$ cat config.mk
export PLATFORM = sky130hd
export DESIGN_NAME = dda_line_rasterizer_flat
export DESIGN_NICKNAME = d
export VERILOG_FILES = /design/src/rtl/dlr_pkg.sv /design/src/rtl/dlr_if.sv /design/src/rtl/dlr_div.sv /design/src/rtl/dda_line_rasterizer.sv /design/src/flat_wrapper.sv
export SDC_FILE = /design/constraint.sdc
export NUM_CORES = 1
export LEC_CHECK = 0
export BUFFER_PORTS_ARGS = -buffer_cell sky130_fd_sc_hd__buf_2
export CAP_MARGIN = 20
export CORE_UTILIZATION = 38
export CTS_CLUSTER_SIZE = 10
export DETAILED_ROUTE_END_ITERATION = 6
export GPL_TIMING_DRIVEN = 1
export PLACE_DENSITY = 0.58
export SYNTH_ARGS = -nofsm -noshare
export SYNTH_HDL_FRONTEND = slang
export SYNTH_SLANG_ARGS = --single-unit
export TNS_END_PERCENT = 5
$ cat constraint.sdc
create_clock -name clk -period 7.9 [get_ports clk]
set_input_delay 1.58 -clock clk [delete_from_list [all_inputs] [get_ports clk]]
set_output_delay 1.58 -clock clk [all_outputs]
set_load 0.01 [all_outputs]
$ cat src/rtl/dlr_pkg.sv
// dlr_pkg: shared constants, types and register codes of the DDA line rasterizer.
// No dependencies; compiled first.
`default_nettype none

package dlr_pkg;

  localparam int COORD_BITS_DEF = 10;
  localparam int FRAC_BITS_DEF  = 16;

  localparam int ROW_BYTES_W = 16;
  localparam int BPP_W       = 4;
  localparam int COLOR_W     = 32;
  localparam int OFFSET_W    = 26;
  localparam int CFG_DATA_W  = 32;
  localparam int CFG_IDX_W   = 2;

  localparam logic [ROW_BYTES_W-1:0] ROW_BYTES_RST = 16'd4000;
  localparam logic [BPP_W-1:0]       BPP_RST       = 4'd4;
  localparam logic [COLOR_W-1:0]     COLOR_RST     = 32'hFFFF_FFFF;

  // configuration register indexes
  localparam logic [CFG_IDX_W-1:0] CFG_ROW_BYTES = 2'd0;
  localparam logic [CFG_IDX_W-1:0] CFG_BPP       = 2'd1;
  localparam logic [CFG_IDX_W-1:0] CFG_COLOR     = 2'd2;

  // input action codes
  localparam logic ACT_CLICK = 1'b0;
  localparam logic ACT_TICK  = 1'b1;

  typedef enum logic [1:0] {
    ST_IDLE,
    ST_DIV_COL,
    ST_DIV_ROW
  } state_t;

  // divider status back to the sequencer
  typedef struct packed {
    logic busy;
    logic done;
  } div_stat_t;

endpackage

`default_nettype wire

$ cat src/rtl/dlr_if.sv
// dlr_if: valid/ready channel interfaces for point requests and pixel results.
// Depends on dlr_pkg.
`default_nettype none

interface dlr_in_if import dlr_pkg::*; #(
  parameter int COORD_BITS = COORD_BITS_DEF
);
  logic                  valid;
  logic                  ready;
  logic                  action;
  logic [COORD_BITS-1:0] pos_x;
  logic [COORD_BITS-1:0] pos_y;

  modport source (output valid, action, pos_x, pos_y, input ready);
  modport sink   (input valid, action, pos_x, pos_y, output ready);
endinterface

interface dlr_out_if import dlr_pkg::*; #(
  parameter int COORD_BITS = COORD_BITS_DEF
);
  logic                  valid;
  logic                  ready;
  logic [COORD_BITS-1:0] pix_x;
  logic [COORD_BITS-1:0] pix_y;
  logic [OFFSET_W-1:0]   byte_offset;
  logic [COLOR_W-1:0]    color;
  logic                  last_pixel;

  modport source (output valid, pix_x, pix_y, byte_offset, color, last_pixel, input ready);
  modport sink   (input valid, pix_x, pix_y, byte_offset, color, last_pixel, output ready);
endinterface

`default_nettype wire

$ cat src/rtl/dlr_div.sv
// dlr_div: shared restoring divider, one quotient bit per cycle.
// Computes floor(mag * 2^FRAC_BITS / steps) for mag <= steps. Depends on dlr_pkg.
`default_nettype none

module dlr_div import dlr_pkg::*; #(
  parameter int COORD_BITS = COORD_BITS_DEF,
  parameter int FRAC_BITS  = FRAC_BITS_DEF
) (
  input  logic                  clk,
  input  logic                  rst_n,
  input  logic                  start,
  input  logic [COORD_BITS-1:0] mag,
  input  logic [COORD_BITS-1:0] steps,
  output div_stat_t             stat,
  output logic [FRAC_BITS:0]    quot
);

  localparam int CntW = $clog2(FRAC_BITS + 1);

  logic                  busy_r, busy_nxt;
  logic                  done_r, done_nxt;
  logic [CntW-1:0]       cnt_r, cnt_nxt;
  logic [COORD_BITS-1:0] rem_r, rem_nxt;
  logic [COORD_BITS-1:0] dvs_r, dvs_nxt;
  logic [FRAC_BITS:0]    quot_r, quot_nxt;

  logic [COORD_BITS:0]   shifted;
  logic [COORD_BITS:0]   diff;
  logic                  ge;
  logic                  init_ge;

  assign shifted = {rem_r, 1'b0};
  assign diff    = shifted - {1'b0, dvs_r};
  assign ge      = (shifted >= {1'b0, dvs_r});
  assign init_ge = (mag >= steps);

  always_comb begin
    busy_nxt = busy_r;
    done_nxt = 1'b0;
    cnt_nxt  = cnt_r;
    rem_nxt  = rem_r;
    dvs_nxt  = dvs_r;
    quot_nxt = quot_r;
    if (start) begin
      // integer bit first: quotient is at most one
      busy_nxt = 1'b1;
      cnt_nxt  = CntW'(FRAC_BITS);
      dvs_nxt  = steps;
      rem_nxt  = init_ge ? (mag - steps) : mag;
      quot_nxt = {{FRAC_BITS{1'b0}}, init_ge};
    end else if (busy_r) begin
      rem_nxt  = ge ? diff[COORD_BITS-1:0] : shifted[COORD_BITS-1:0];
      quot_nxt = {quot_r[FRAC_BITS-1:0], ge};
      cnt_nxt  = cnt_r - 1'b1;
      if (cnt_r == CntW'(1)) begin
        busy_nxt = 1'b0;
        done_nxt = 1'b1;
      end
    end
  end

  always_ff @(posedge clk) begin
    if (!rst_n) begin
      busy_r <= 1'b0;
      done_r <= 1'b0;
      cnt_r  <= '0;
    end else begin
      busy_r <= busy_nxt;
      done_r <= done_nxt;
      cnt_r  <= cnt_nxt;
    end
    rem_r  <= rem_nxt;
    dvs_r  <= dvs_nxt;
    quot_r <= quot_nxt;
  end

  assign stat.busy = busy_r;
  assign stat.done = done_r;
  assign quot      = quot_r;

endmodule

`default_nettype wire

$ cat src/rtl/dda_line_rasterizer.sv
// dda_line_rasterizer: top level, click pairing, per-line setup sequencer and pixel stepper.
// Depends on dlr_pkg, dlr_if (dlr_in_if, dlr_out_if) and dlr_div.
`default_nettype none

// Point requests come in on in_chan: action 0 is a clicked point, action 1 a tick.
// The first click is stored, the second starts a line from it; clicks while a line
// is being drawn are dropped. Line setup runs the shared divider twice (column, then
// row increment), one quotient bit per cycle, with in_ready held low until both divisions
// are done. A tick during a line yields one pixel on out_chan, one per cycle as long as
// the sink keeps out_chan.ready high, with the output register letting the next
// request in while the current pixel is being taken. The line has steps+1 pixels,
// steps = max(|dx|,|dy|); equal endpoints give a single pixel. Ticks while idle give
// nothing. The byte offset is y*row_bytes + x*bytes_per_pixel modulo 2^26. Configuration
// (cfg_index 0 row_bytes, 1 bytes_per_pixel, 2 pixel_color) is to be written by the user
// only while idle; the block itself does not enforce this.

module dda_line_rasterizer import dlr_pkg::*; #(
  parameter int COORD_BITS = COORD_BITS_DEF,
  parameter int FRAC_BITS  = FRAC_BITS_DEF
) (
  input  logic                  clk,
  input  logic                  rst_n,
  dlr_in_if.sink                in_chan,
  dlr_out_if.source             out_chan,
  input  logic                  cfg_we,
  input  logic [CFG_IDX_W-1:0]  cfg_index,
  input  logic [CFG_DATA_W-1:0] cfg_wdata
);

  localparam int PosW  = COORD_BITS + FRAC_BITS;  // fixed-point position
  localparam int IncW  = FRAC_BITS + 2;           // signed increment, |inc| <= 1.0
  localparam int ProdW = COORD_BITS + ROW_BYTES_W + 1;
  localparam int SumW  = (ProdW > OFFSET_W) ? ProdW : OFFSET_W;

  // ---------------------------------------------------------------- config
  logic [ROW_BYTES_W-1:0] row_bytes_r;
  logic [BPP_W-1:0]       bpp_r;
  logic [COLOR_W-1:0]     color_r;

  always_ff @(posedge clk) begin
    if (!rst_n) begin
      row_bytes_r <= ROW_BYTES_RST;
      bpp_r       <= BPP_RST;
      color_r     <= COLOR_RST;
    end else if (cfg_we) begin
      unique case (cfg_index)
        CFG_ROW_BYTES: row_bytes_r <= cfg_wdata[ROW_BYTES_W-1:0];
        CFG_BPP:       bpp_r       <= cfg_wdata[BPP_W-1:0];
        CFG_COLOR:     color_r     <= cfg_wdata[COLOR_W-1:0];
        default:       ;  // unmapped index, write dropped
      endcase
    end
  end

  // ---------------------------------------------------------------- state
  state_t                state_r, state_nxt;
  logic                  have_start_r;
  logic [COORD_BITS-1:0] start_col_r, start_row_r;
  logic                  line_active_r;
  logic [PosW-1:0]       cur_col_r, cur_row_r;
  logic [IncW-1:0]       inc_col_r, inc_row_r;
  logic [COORD_BITS:0]   left_r;        // pixels still to emit, up to 2^COORD_BITS
  logic [COORD_BITS-1:0] steps_r;
  logic [COORD_BITS-1:0] ady_r;
  logic                  dx_neg_r, dy_neg_r;

  logic                  out_valid_r;
  logic [COORD_BITS-1:0] out_x_r, out_y_r;
  logic [OFFSET_W-1:0]   out_off_r;
  logic [COLOR_W-1:0]    out_color_r;
  logic                  out_last_r;

  // ---------------------------------------------------------------- request decode
  logic in_ready;
  logic in_fire;
  logic click_fire;
  logic tick_fire;
  logic store_first;
  logic line_go;

  assign in_ready    = (state_r == ST_IDLE) && (!out_valid_r || out_chan.ready);
  assign in_fire     = in_chan.valid && in_ready;
  assign click_fire  = in_fire && (in_chan.action == ACT_CLICK) && !line_active_r;
  assign tick_fire   = in_fire && (in_chan.action == ACT_TICK) && line_active_r;
  assign store_first = click_fire && !have_start_r;
  assign line_go     = click_fire && have_start_r;

  // deltas against the stored point
  logic signed [COORD_BITS:0] dx, dy;
  logic [COORD_BITS:0]        adx_w, ady_w;
  logic [COORD_BITS-1:0]      adx, ady, steps;

  assign dx    = $signed({1'b0, in_chan.pos_x}) - $signed({1'b0, start_col_r});
  assign dy    = $signed({1'b0, in_chan.pos_y}) - $signed({1'b0, start_row_r});
  assign adx_w = dx[COORD_BITS] ? -dx : dx;
  assign ady_w = dy[COORD_BITS] ? -dy : dy;
  assign adx   = adx_w[COORD_BITS-1:0];
  assign ady   = ady_w[COORD_BITS-1:0];
  assign steps = (adx > ady) ? adx : ady;

  // ---------------------------------------------------------------- shared divider
  div_stat_t             div_stat;
  logic                  div_start;
  logic [COORD_BITS-1:0] div_mag;
  logic [COORD_BITS-1:0] div_steps;
  logic [FRAC_BITS:0]    div_quot;

  dlr_div #(
    .COORD_BITS (COORD_BITS),
    .FRAC_BITS  (FRAC_BITS)
  ) u_div (
    .clk   (clk),
    .rst_n (rst_n),
    .start (div_start),
    .mag   (div_mag),
    .steps (div_steps),
    .stat  (div_stat),
    .quot  (div_quot)
  );

  // quotient to signed increment; zero-length line steps by nothing
  logic [IncW-1:0] quot_ext;
  logic [IncW-1:0] inc_pos, inc_neg;
  assign quot_ext = {1'b0, div_quot};
  assign inc_pos  = (steps_r == '0) ? '0 : quot_ext;
  assign inc_neg  = -inc_pos;

  // ---------------------------------------------------------------- sequencer
  always_comb begin
    state_nxt = state_r;
    unique case (state_r)
      ST_IDLE:    if (line_go)       state_nxt = ST_DIV_COL;
      ST_DIV_COL: if (div_stat.done) state_nxt = ST_DIV_ROW;
      ST_DIV_ROW: if (div_stat.done) state_nxt = ST_IDLE;
      default:                       state_nxt = ST_IDLE;
    endcase
  end

  always_comb begin
    div_start = 1'b0;
    div_mag   = ady_r;
    div_steps = steps_r;
    unique case (state_r)
      ST_IDLE: begin
        div_start = line_go;
        div_mag   = adx;
        div_steps = steps;
      end
      ST_DIV_COL: div_start = div_stat.done;
      ST_DIV_ROW: ;
      default:    ;
    endcase
  end

  // ---------------------------------------------------------------- datapath
  logic [COORD_BITS-1:0] cur_x, cur_y;
  logic [SumW-1:0]       off_full;
  logic                  is_last;

  assign cur_x    = cur_col_r[FRAC_BITS +: COORD_BITS];
  assign cur_y    = cur_row_r[FRAC_BITS +: COORD_BITS];
  assign off_full = SumW'(cur_y) * SumW'(row_bytes_r) + SumW'(cur_x) * SumW'(bpp_r);
  assign is_last  = (left_r <= (COORD_BITS+1)'(1));

  always_ff @(posedge clk) begin
    if (!rst_n) begin
      state_r       <= ST_IDLE;
      have_start_r  <= 1'b0;
      line_active_r <= 1'b0;
      left_r        <= '0;
      out_valid_r   <= 1'b0;
    end else begin
      state_r <= state_nxt;

      if (store_first) begin
        have_start_r <= 1'b1;
      end else if (line_go) begin
        have_start_r <= 1'b0;
      end

      if (state_r == ST_DIV_ROW && div_stat.done) begin
        line_active_r <= 1'b1;
        left_r        <= {1'b0, steps_r} + 1'b1;
      end else if (tick_fire) begin
        if (is_last) begin
          line_active_r <= 1'b0;
          left_r        <= '0;
        end else begin
          left_r <= left_r - 1'b1;
        end
      end

      if (tick_fire) begin
        out_valid_r <= 1'b1;
      end else if (out_chan.ready) begin
        out_valid_r <= 1'b0;
      end
    end

    // payload registers, no reset
    if (store_first) begin
      start_col_r <= in_chan.pos_x;
      start_row_r <= in_chan.pos_y;
    end

    if (line_go) begin
      steps_r   <= steps;
      ady_r     <= ady;
      dx_neg_r  <= dx[COORD_BITS];
      dy_neg_r  <= dy[COORD_BITS];
      cur_col_r <= {start_col_r, {FRAC_BITS{1'b0}}};
      cur_row_r <= {start_row_r, {FRAC_BITS{1'b0}}};
    end else if (tick_fire) begin
      // increments sign-extended to the position width; wraps harmlessly past the end
      cur_col_r <= cur_col_r + {{(PosW-IncW){inc_col_r[IncW-1]}}, inc_col_r};
      cur_row_r <= cur_row_r + {{(PosW-IncW){inc_row_r[IncW-1]}}, inc_row_r};
    end

    if (state_r == ST_DIV_COL && div_stat.done) begin
      inc_col_r <= dx_neg_r ? inc_neg : inc_pos;
    end
    if (state_r == ST_DIV_ROW && div_stat.done) begin
      inc_row_r <= dy_neg_r ? inc_neg : inc_pos;
    end

    if (tick_fire) begin
      out_x_r     <= cur_x;
      out_y_r     <= cur_y;
      out_off_r   <= off_full[OFFSET_W-1:0];
      out_color_r <= color_r;
      out_last_r  <= is_last;
    end
  end

  // ---------------------------------------------------------------- ports
  assign in_chan.ready        = in_ready;
  assign out_chan.valid       = out_valid_r;
  assign out_chan.pix_x       = out_x_r;
  assign out_chan.pix_y       = out_y_r;
  assign out_chan.byte_offset = out_off_r;
  assign out_chan.color       = out_color_r;
  assign out_chan.last_pixel  = out_last_r;

  // ---------------------------------------------------------------- assertions
  // no pixels while the increments are still being set up
  a_no_line_in_setup: assert property (@(posedge clk) disable iff (!rst_n)
    (state_r != ST_IDLE) |-> !line_active_r)
    else $error("line active during increment setup");

  // an active line always has pixels left
  a_left_nonzero: assert property (@(posedge clk) disable iff (!rst_n)
    line_active_r |-> (left_r != '0))
    else $error("active line with no pixels left");

  // a line ends only by emitting its last pixel
  a_end_on_last: assert property (@(posedge clk) disable iff (!rst_n)
    ($past(rst_n) && $fell(line_active_r)) |-> (out_valid_r && out_last_r))
    else $error("line ended without a last pixel");

  // the divider only runs under the setup sequencer
  a_div_owned: assert property (@(posedge clk) disable iff (!rst_n)
    (div_stat.busy || div_stat.done) |-> (state_r == ST_DIV_COL || state_r == ST_DIV_ROW))
    else $error("divider active outside setup");

endmodule

`default_nettype wire
$ cat src/flat_wrapper.sv
// flat-port wrapper written by rule: the top's interface ports become plain ports
module dda_line_rasterizer_flat import dlr_pkg::*;
#(
  parameter int COORD_BITS = COORD_BITS_DEF,
  parameter int FRAC_BITS  = FRAC_BITS_DEF
)
  (clk, rst_n, cfg_we, cfg_index, cfg_wdata, in_chan_valid, in_chan_action, in_chan_pos_x, in_chan_pos_y, in_chan_ready, out_chan_valid, out_chan_pix_x, out_chan_pix_y, out_chan_byte_offset, out_chan_color, out_chan_last_pixel, out_chan_ready);
  dlr_in_if #(.COORD_BITS(COORD_BITS)) in_chan_i ();
  dlr_out_if #(.COORD_BITS(COORD_BITS)) out_chan_i ();
  input  logic clk;
  input  logic rst_n;
  input  logic cfg_we;
  input  logic [CFG_IDX_W-1:0] cfg_index;
  input  logic [CFG_DATA_W-1:0] cfg_wdata;
  input wire logic [$bits(in_chan_i.valid)-1:0] in_chan_valid;
  input wire logic [$bits(in_chan_i.action)-1:0] in_chan_action;
  input wire logic [$bits(in_chan_i.pos_x)-1:0] in_chan_pos_x;
  input wire logic [$bits(in_chan_i.pos_y)-1:0] in_chan_pos_y;
  output wire logic [$bits(in_chan_i.ready)-1:0] in_chan_ready;
  output wire logic [$bits(out_chan_i.valid)-1:0] out_chan_valid;
  output wire logic [$bits(out_chan_i.pix_x)-1:0] out_chan_pix_x;
  output wire logic [$bits(out_chan_i.pix_y)-1:0] out_chan_pix_y;
  output wire logic [$bits(out_chan_i.byte_offset)-1:0] out_chan_byte_offset;
  output wire logic [$bits(out_chan_i.color)-1:0] out_chan_color;
  output wire logic [$bits(out_chan_i.last_pixel)-1:0] out_chan_last_pixel;
  input wire logic [$bits(out_chan_i.ready)-1:0] out_chan_ready;
  assign in_chan_i.valid = in_chan_valid;
  assign in_chan_i.action = in_chan_action;
  assign in_chan_i.pos_x = in_chan_pos_x;
  assign in_chan_i.pos_y = in_chan_pos_y;
  assign in_chan_ready = in_chan_i.ready;
  assign out_chan_valid = out_chan_i.valid;
  assign out_chan_pix_x = out_chan_i.pix_x;
  assign out_chan_pix_y = out_chan_i.pix_y;
  assign out_chan_byte_offset = out_chan_i.byte_offset;
  assign out_chan_color = out_chan_i.color;
  assign out_chan_last_pixel = out_chan_i.last_pixel;
  assign out_chan_i.ready = out_chan_ready;
  dda_line_rasterizer #(.COORD_BITS(COORD_BITS), .FRAC_BITS(FRAC_BITS)) u_core (.clk(clk), .rst_n(rst_n), .in_chan(in_chan_i), .out_chan(out_chan_i), .cfg_we(cfg_we), .cfg_index(cfg_index), .cfg_wdata(cfg_wdata));
endmodule
After elaboration in Yosys (flattened, before gate mapping)
Cells that the tools add are included.

Flip-flop bits (word level): 321. RAM bits: 0. Latch bits: 0. Memories: 0. Memory bits (read-only): 0. Word-level logic and storage cells: 132.

Add/sub/neg operators: 13. Multiplexer cells: 39. Shift-type cells: 0. Bitwise logic cells: 3. Order comparisons: 4. $mul: 2. Divide/modulo/power cells: 0. Reduce and logical (&&, ||, !) cells: 30. Eq/ne operators: 8.

Operators with widths (number): $mux 26 (4); $mux 10 (9); $add 26x26->26 (2); $mux 18 (2); $mux 11 (3); $add 26x14->26 (1); $mul 10x16->26 (1); $sub 10x10->11 (2); $neg 10->10 (2); $sub 10x10->10 (2); $neg 18->18 (1); $mux 17 (1); $mul 10x4->14 (1); $mux 1 (13); $reduce_bool 2->1 (6); $add 10x1->11 const B (1); $ge 11x10->1 (1); $le 11x1->1 const B (1); $sub 11x1->11 const B (1); $ge 10x10->1 (1); $gt 10x10->1 (1); $logic_and 1x1->1 (10); $logic_not 10->1 (1); $mux 5 (2); other kinds (17) (30).

Depth between registers and ports, before layout
Depth after elaboration: 9. Depth in mapped cells: 34. Gate-level depth less buffers: 32.

Hierarchy
Synthesis repeated with hierarchy kept, for this count alone.

Cells, all modules: 2492. Area, all modules: 24013.0 µm².

Modules (own cells, without submodules): dda_line_rasterizer (area an instance 21230.4 µm², cells each 2205, instances 1); dlr_div (area an instance 2782.7 µm², cells each 287, instances 1).

Worst setup path before layout
Ideal clock, no wire load.

Kind: input to register. From: in in_chan_pos_y[0]. To: reg u_core.u_div.rem_r[4] (data pin). Setup slack: 26 ps. Required time: 7628 ps. Stages: 33. Data arrival time: 7602 ps. Cell sequence: inv_1 ha_1 fa_1 nor2b_1 o22ai_1 xnor2_1 or2_4 or3_4 o41ai_2 xnor2_1 inv_1 ha_1 nand4_1 nor2b_1 nand2_1 o221ai_1 o22ai_1 clkbuf_1 mux2i_1 nand2_1 o21ai_0 ha_1 inv_1 fa_1 a21o_1 a21oi_1 o21bai_1 a2111oi_0 or3_1 a21oi_1 clkbuf_1 a21oi_1 a22oi_1.

Longest elaborated chain between the ends: 9. Elaborated cells on any way between the ends: 10. Classes of those cells: add/sub: 3; order compare: 2; mux: 5.

RTL lines: from (decl) (line flat_wrapper.sv:18) `input wire logic [$bits(in_chan_i.pos_y)-1:0] in_chan_pos_y;`; $sub 10x10->11 (*) (line dda_line_rasterizer.sv:94) `assign dy = $signed({1'b0, in_chan.pos_y}) - $signed({1'b0, start_row_r});`; $neg 10->10 (line dda_line_rasterizer.sv:96) `assign ady_w = dy[COORD_BITS] ? -dy : dy;`; $mux 10 (*) (line dda_line_rasterizer.sv:96); named net u_core.ady_w[9] (line dda_line_rasterizer.sv:90) `logic [COORD_BITS:0] adx_w, ady_w;`; $gt 10x10->1 (*) (line dda_line_rasterizer.sv:99) `assign steps = (adx > ady) ? adx : ady;`; $mux 10 (*) (line dda_line_rasterizer.sv:99); named net u_core.steps[0] (line dda_line_rasterizer.sv:91) `logic [COORD_BITS-1:0] adx, ady, steps;`; $mux 10 (*) (line dda_line_rasterizer.sv:143) `unique case (state_r)`; named net u_core.div_steps[0] (line dda_line_rasterizer.sv:105) `logic [COORD_BITS-1:0] div_steps;`; $sub 10x10->10 / $ge 10x10->1 (equally long branches) (line dlr_div.sv:49, dlr_div.sv:35); $mux 10 (*) (line dlr_div.sv:49) `rem_nxt = init_ge ? (mag - steps) : mag;`; $mux 10 (*) (line dlr_div.sv:44) `if (start) begin`; named net u_core.u_div.rem_nxt[4] (line dlr_div.sv:23) `logic [COORD_BITS-1:0] rem_r, rem_nxt;`; to (signal assigned) (line dlr_div.sv:72) `rem_r <= rem_nxt;`; to (decl) (line dlr_div.sv:23).

The timed path passes the listed nets; every way through them passes the cells marked *. A chain may end at the register's enable or synchronous reset.

Worst setup path after layout
Same ends and word-level chain as after synthesis.

==> out/qor.json <==
{
  "netlist_top_cells_count": {"value": "nand2_1 (332), inv_1 (254), ha_1 (201)"},
  "tritoncts.num_buffers": {"value": 42},
  "share_of_layout_cells_above_drive_strength_1": {"value": 11.16, "unit": "%"},
  "number_of_global_route_vias_before_repair": {"value": 18240},
  "netlist_area": {"value": 0.02372, "unit": "sq mm"},
  "power.density": {"value": 297.8, "unit": "mW/mm^2"},
  "clock_tree.root_cell": {"value": "clkbuf_16"},
  "period_share": {"value": 93.69, "unit": "%"},
  "final-seq-area": {"value": 0.008408, "unit": "sq mm"},
  "core_area": {"value": 0.06171, "unit": "sq mm"},
  "muxShareOfSynthArea": {"value": 1.926, "unit": "%"},
  "critical_path.top_delay_family": {"value": "compound AO/OA/AOI/OAI gates"},
  "grt_setup_unrepaired": {"value": "false"},
  "crit_buf_inv": {"value": 5},
  "drt_pre_antenna_iters": {"value": 5},
  "critical_path_class": {"value": "in -> reg"},
  "hold_buffers": {"value": 0},
  "ctsHtreeMaxLevel": {"value": 2},
  "clock_insertion_delay_worst_skew": {"value": 0.59, "unit": "ns"},
  "yosys.area_share.adder": {"value": 23.69, "unit": "%"},
  "std_cell_rows": {"value": 91},
  "setup_bufs_post_cts": {"value": 0},
  "ports_placed_on_the_boundary": {"value": 141},
  "ant_nets": {"value": 0},
  "period_needed": {"value": 7.402, "unit": "ns"},
  "top_count_cell_post_synth": {"value": "nand2_1"},
  "grt.overflow.total": {"value": 0},
  "detail_route.drc_violations": {"value": 0},
  "synthToLayoutAreaGrowth": {"value": 13.45, "unit": "%"},
  "max_stage_delay_on_crit_path": {"value": 0.40, "unit": "ns"},
  "global_route_wire_length_before_repair": {"value": 98600, "unit": "um"},
  "synth_xor_area_share": {"value": 5.097, "unit": "%"},
  "finalNetCount": {"value": 3034},
  "ys.warnings.count": {"value": 0},
  "synth_top_area_cell": {"value": "edfxtp_1"},
  "clock_tree.buffer_depth": {"value": 3},
  "report.final.setup_viol": {"value": 0},
  "fillers": {"value": 5928},
  "postCtsResizedCells": {"value": 0},
  "worst_setup_path_start_kind": {"value": "input port"},
  "timing.final.hold_violations": {"value": 0},
  "power.static_leakage": {"value": 11.98, "unit": "nW"},
  "wl_per_cell": {"value": 17.49, "unit": "um"},
  "design.die.area": {"value": 0.06341, "unit": "sq mm"},
  "commonest_register_cell_after_synthesis": {"value": "edfxtp_1"},
  "synth_simple_gate_area_share": {"value": 15.54, "unit": "%"},
  "final_max_slew_viol_count": {"value": 0},
  "placed_instance_count": {"value": 3409},
  "synth_seq_cells": {"value": 321},
  "worst_hold_path_type": {"value": "reg -> reg"},
  "post_synth_main_area_contributors": {"value": "edfxtp_1 (25%), fa_1 (13%), ha_1 (11%), dfxtp_1 (10%), nand2_1 (5.3%)"},
  "synth.avg_cell_area": {"value": 9.555, "unit": "sq um"},
  "gp_weighted_congestion": {"value": 0.8907},
  "drt_iter0_markers": {"value": 973},
  "dp_slack": {"value": -0.02101, "unit": "ns"},
  "setup_slack": {"value": 0.4985, "unit": "ns"},
  "grt_usage": {"value": 19.49, "unit": "%"},
  "synth.yosys.seq_area_share": {"value": 35.45, "unit": "%"},
  "initial_core_util": {"value": 38.43, "unit": "%"},
  "num_vias": {"value": 18060},
  "maximum_frequency_from_static_timing_analysis": {"value": 0.1351, "unit": "GHz"},
  "max_slew.worst_pin.slew": {"value": 1.060, "unit": "ns"},
  "crit_path_max_fanout": {"value": 17},
  "synth_edf_count": {"value": 198},
  "cp.arrival": {"value": 7.82, "unit": "ns"},
  "synth.lib_cells_used.distinct": {"value": 77},
  "ys_async_sr_fraction": {"value": 0, "unit": "%"},
  "endpoint_kind": {"value": "register"},
  "net_count_of_the_mapped_netlist": {"value": 2898},
  "synthCells": {"value": 2482},
  "cts_sinks": {"value": 321},
  "timing.clock.skew": {"value": 0.03257, "unit": "ns"},
  "status": {"value": "complete, no violations"},
  "detail_route.vias_per_cell": {"value": 5.176},
  "die-height": {"value": 251.8, "unit": "um"},
  "synth-compound-area-share": {"value": 12.61, "unit": "%"},
  "main_combinational_cell_family_by_area_after_synthesis": {"value": "adder cells"},
  "reg2reg_slack": {"value": 0.90, "unit": "ns"},
  "share_of_the_synthesized_area_in_the_top_cell_type": {"value": 25.07, "unit": "%"},
  "number_of_antenna_violations_at_the_first_check_in_global_routing": {"value": 2},
  "cap_viol_max_count": {"value": 0},
  "worst-endpoint-required": {"value": 8.32, "unit": "ns"},
  "cts_tree": {"value": "yes"},
  "area_occupied_by_multi_input_gates": {"value": 0.01398, "unit": "sq mm"},
  "path_clk_slew": {"value": 0.06, "unit": "ns"},
  "fin_cells": {"value": 3490},
  "hold_ws": {"value": 0.4277, "unit": "ns"},
  "die_width": {"value": 251.8, "unit": "um"},
  "crit_slowest_cell": {"value": "fa_1"},
  "routed_wire_length": {"value": 61040, "unit": "um"},
  "max-vdd-ir-drop": {"value": 0.2611, "unit": "mV"},
  "dp_hpwl": {"value": 46420, "unit": "um"},
  "place.port_buffers": {"value": 140},
  "maximum_number_of_pins_on_one_net_before_global_route_repair": {"value": 86},
  "max_slew_margin": {"value": 29.34, "unit": "%"}
}
-- worst paths after layout --
check	startpoint	endpoint	cells past startpoint
setup / recovery	in_chan_pos_y[0]	u_core.u_div.rem_r[4]	33
setup reg to reg	u_core.row_bytes_r[3]	u_core.out_chan.byte_offset[25]	19
hold reg to reg	u_core.color_r[29]	u_core.out_chan.color[29]	0
hold / removal	u_core.color_r[29]	u_core.out_chan.color[29]	0
-- flip-flops by register name, summed over array words and instances, names as in the netlist, 11 cells and up --
register                     flops
u_core.row_bytes_r              16
u_core.left_r                   11
u_core.inc_col_r                18
u_core.u_div.quot               17
u_core.cur_col_r                26
u_core.color_r                  32
u_core.out_chan.color           32
u_core.cur_row_r                26
u_core.inc_row_r                18
u_core.out_chan.byte_offset     26
-- power by group --
| group | total, mW | leakage, nW | internal (mW) | switching, mW |
|---|---|---|---|---|
| sequential | 2.19 | 2.76 | 2.08 | 0.114 |
| combinational | 3.97 | 8.58 | 1.77 | 2.20 |
| clock | 1.85 | 0.644 | 1.07 | 0.773 |
| total | 8.01 | 12.0 | 4.92 | 3.09 |
-- stage by stage --
step | power (mW) | util (%) | area [sq um] | setup TNS (ns)
3_5_place_dp | 6.194 | 41.36 | 25520 | -0.04177
3_3_place_gp | 6.114 | 41.31 | 25490 | 0
6_report | 8.011 | 43.60 | 26900 | 0
5_1_grt | 8.693 | 43.60 | 26900 | 0
2_1_floorplan | 5.234 | - | 23720 | 0
4_1_cts | 8.091 | 43.52 | 26860 | 0
-- placed cells by master (no fill, tap or decap), types with 13 or more instances in the layout --
| cell type | n |
|---|---|
| clkbuf_16 | 43 |
| dfxtp_1 | 123 |
| and3_1 | 16 |
| ha_1 | 201 |
| a21oi_1 | 132 |
| nor2_1 | 134 |
| mux2i_1 | 34 |
| a211oi_1 | 19 |
| xnor2_1 | 70 |
| nand2b_1 | 18 |
| xor2_1 | 68 |
| a21o_1 | 50 |
| inv_1 | 253 |
| nor2b_1 | 19 |
| o21ai_0 | 117 |
| buf_4 | 50 |
| nand2_1 | 332 |
| and2_1 | 94 |
| o22ai_1 | 25 |
| edfxtp_1 | 198 |
| nand3_1 | 85 |
| nor3_1 | 31 |
| clkbuf_1 | 20 |
| o21a_1 | 14 |
| a31oi_1 | 13 |
| buf_2 | 140 |
| fa_1 | 155 |
-- logic make-up (layout without fill, tap and decap cells) --
family	after synthesis	after routing
simple gates	792	792
xor+xnor	138	138
flops	321	321
mux	44	44
buf+inv	359	529
fa+ha+maj	356	356
other cells	0	1
compound gates	472	472
-- worst register-to-register path, cell delays in order (launching register included) --
cell and delay, ns:
dfxtp_1 0.73, nand2_1 0.17, fa_1 0.53, inv_1 0.06, fa_1 0.50, inv_1 0.05
fa_1 0.51, fa_1 0.50, inv_1 0.05, fa_1 0.49, fa_1 0.42, ha_1 0.32
and2_1 0.21, a221oi_1 0.47, nand2_1 0.09, o21ai_0 0.29, o22ai_1 0.23, o41ai_1 0.65
o311a_1 0.33, o211ai_1 0.11
-- cell type report --
type / instances / area share (%)
Antenna cell: 1 / 0.009301
Sequential cell: 321 / 31.25
Inverter: 257 / 3.595
Multi-Input combinational cell: 1802 / 51.96
Clock inverter: 13 / 0.5813
Tap cell: 837 / 3.892
Clock buffer: 65 / 4.381
Timing Repair Buffer: 194 / 4.334
-- metal layers --
layer	routed length, um	share of wire (%)	GRT usage, %
met4	1289	2.1	4.918
met2	30460	50	34.89
met5	0	0	0
met3	2247	3.7	2.579
met1	27040	44	24.66
Note: power is estimated with default switching activity, not from simulation.
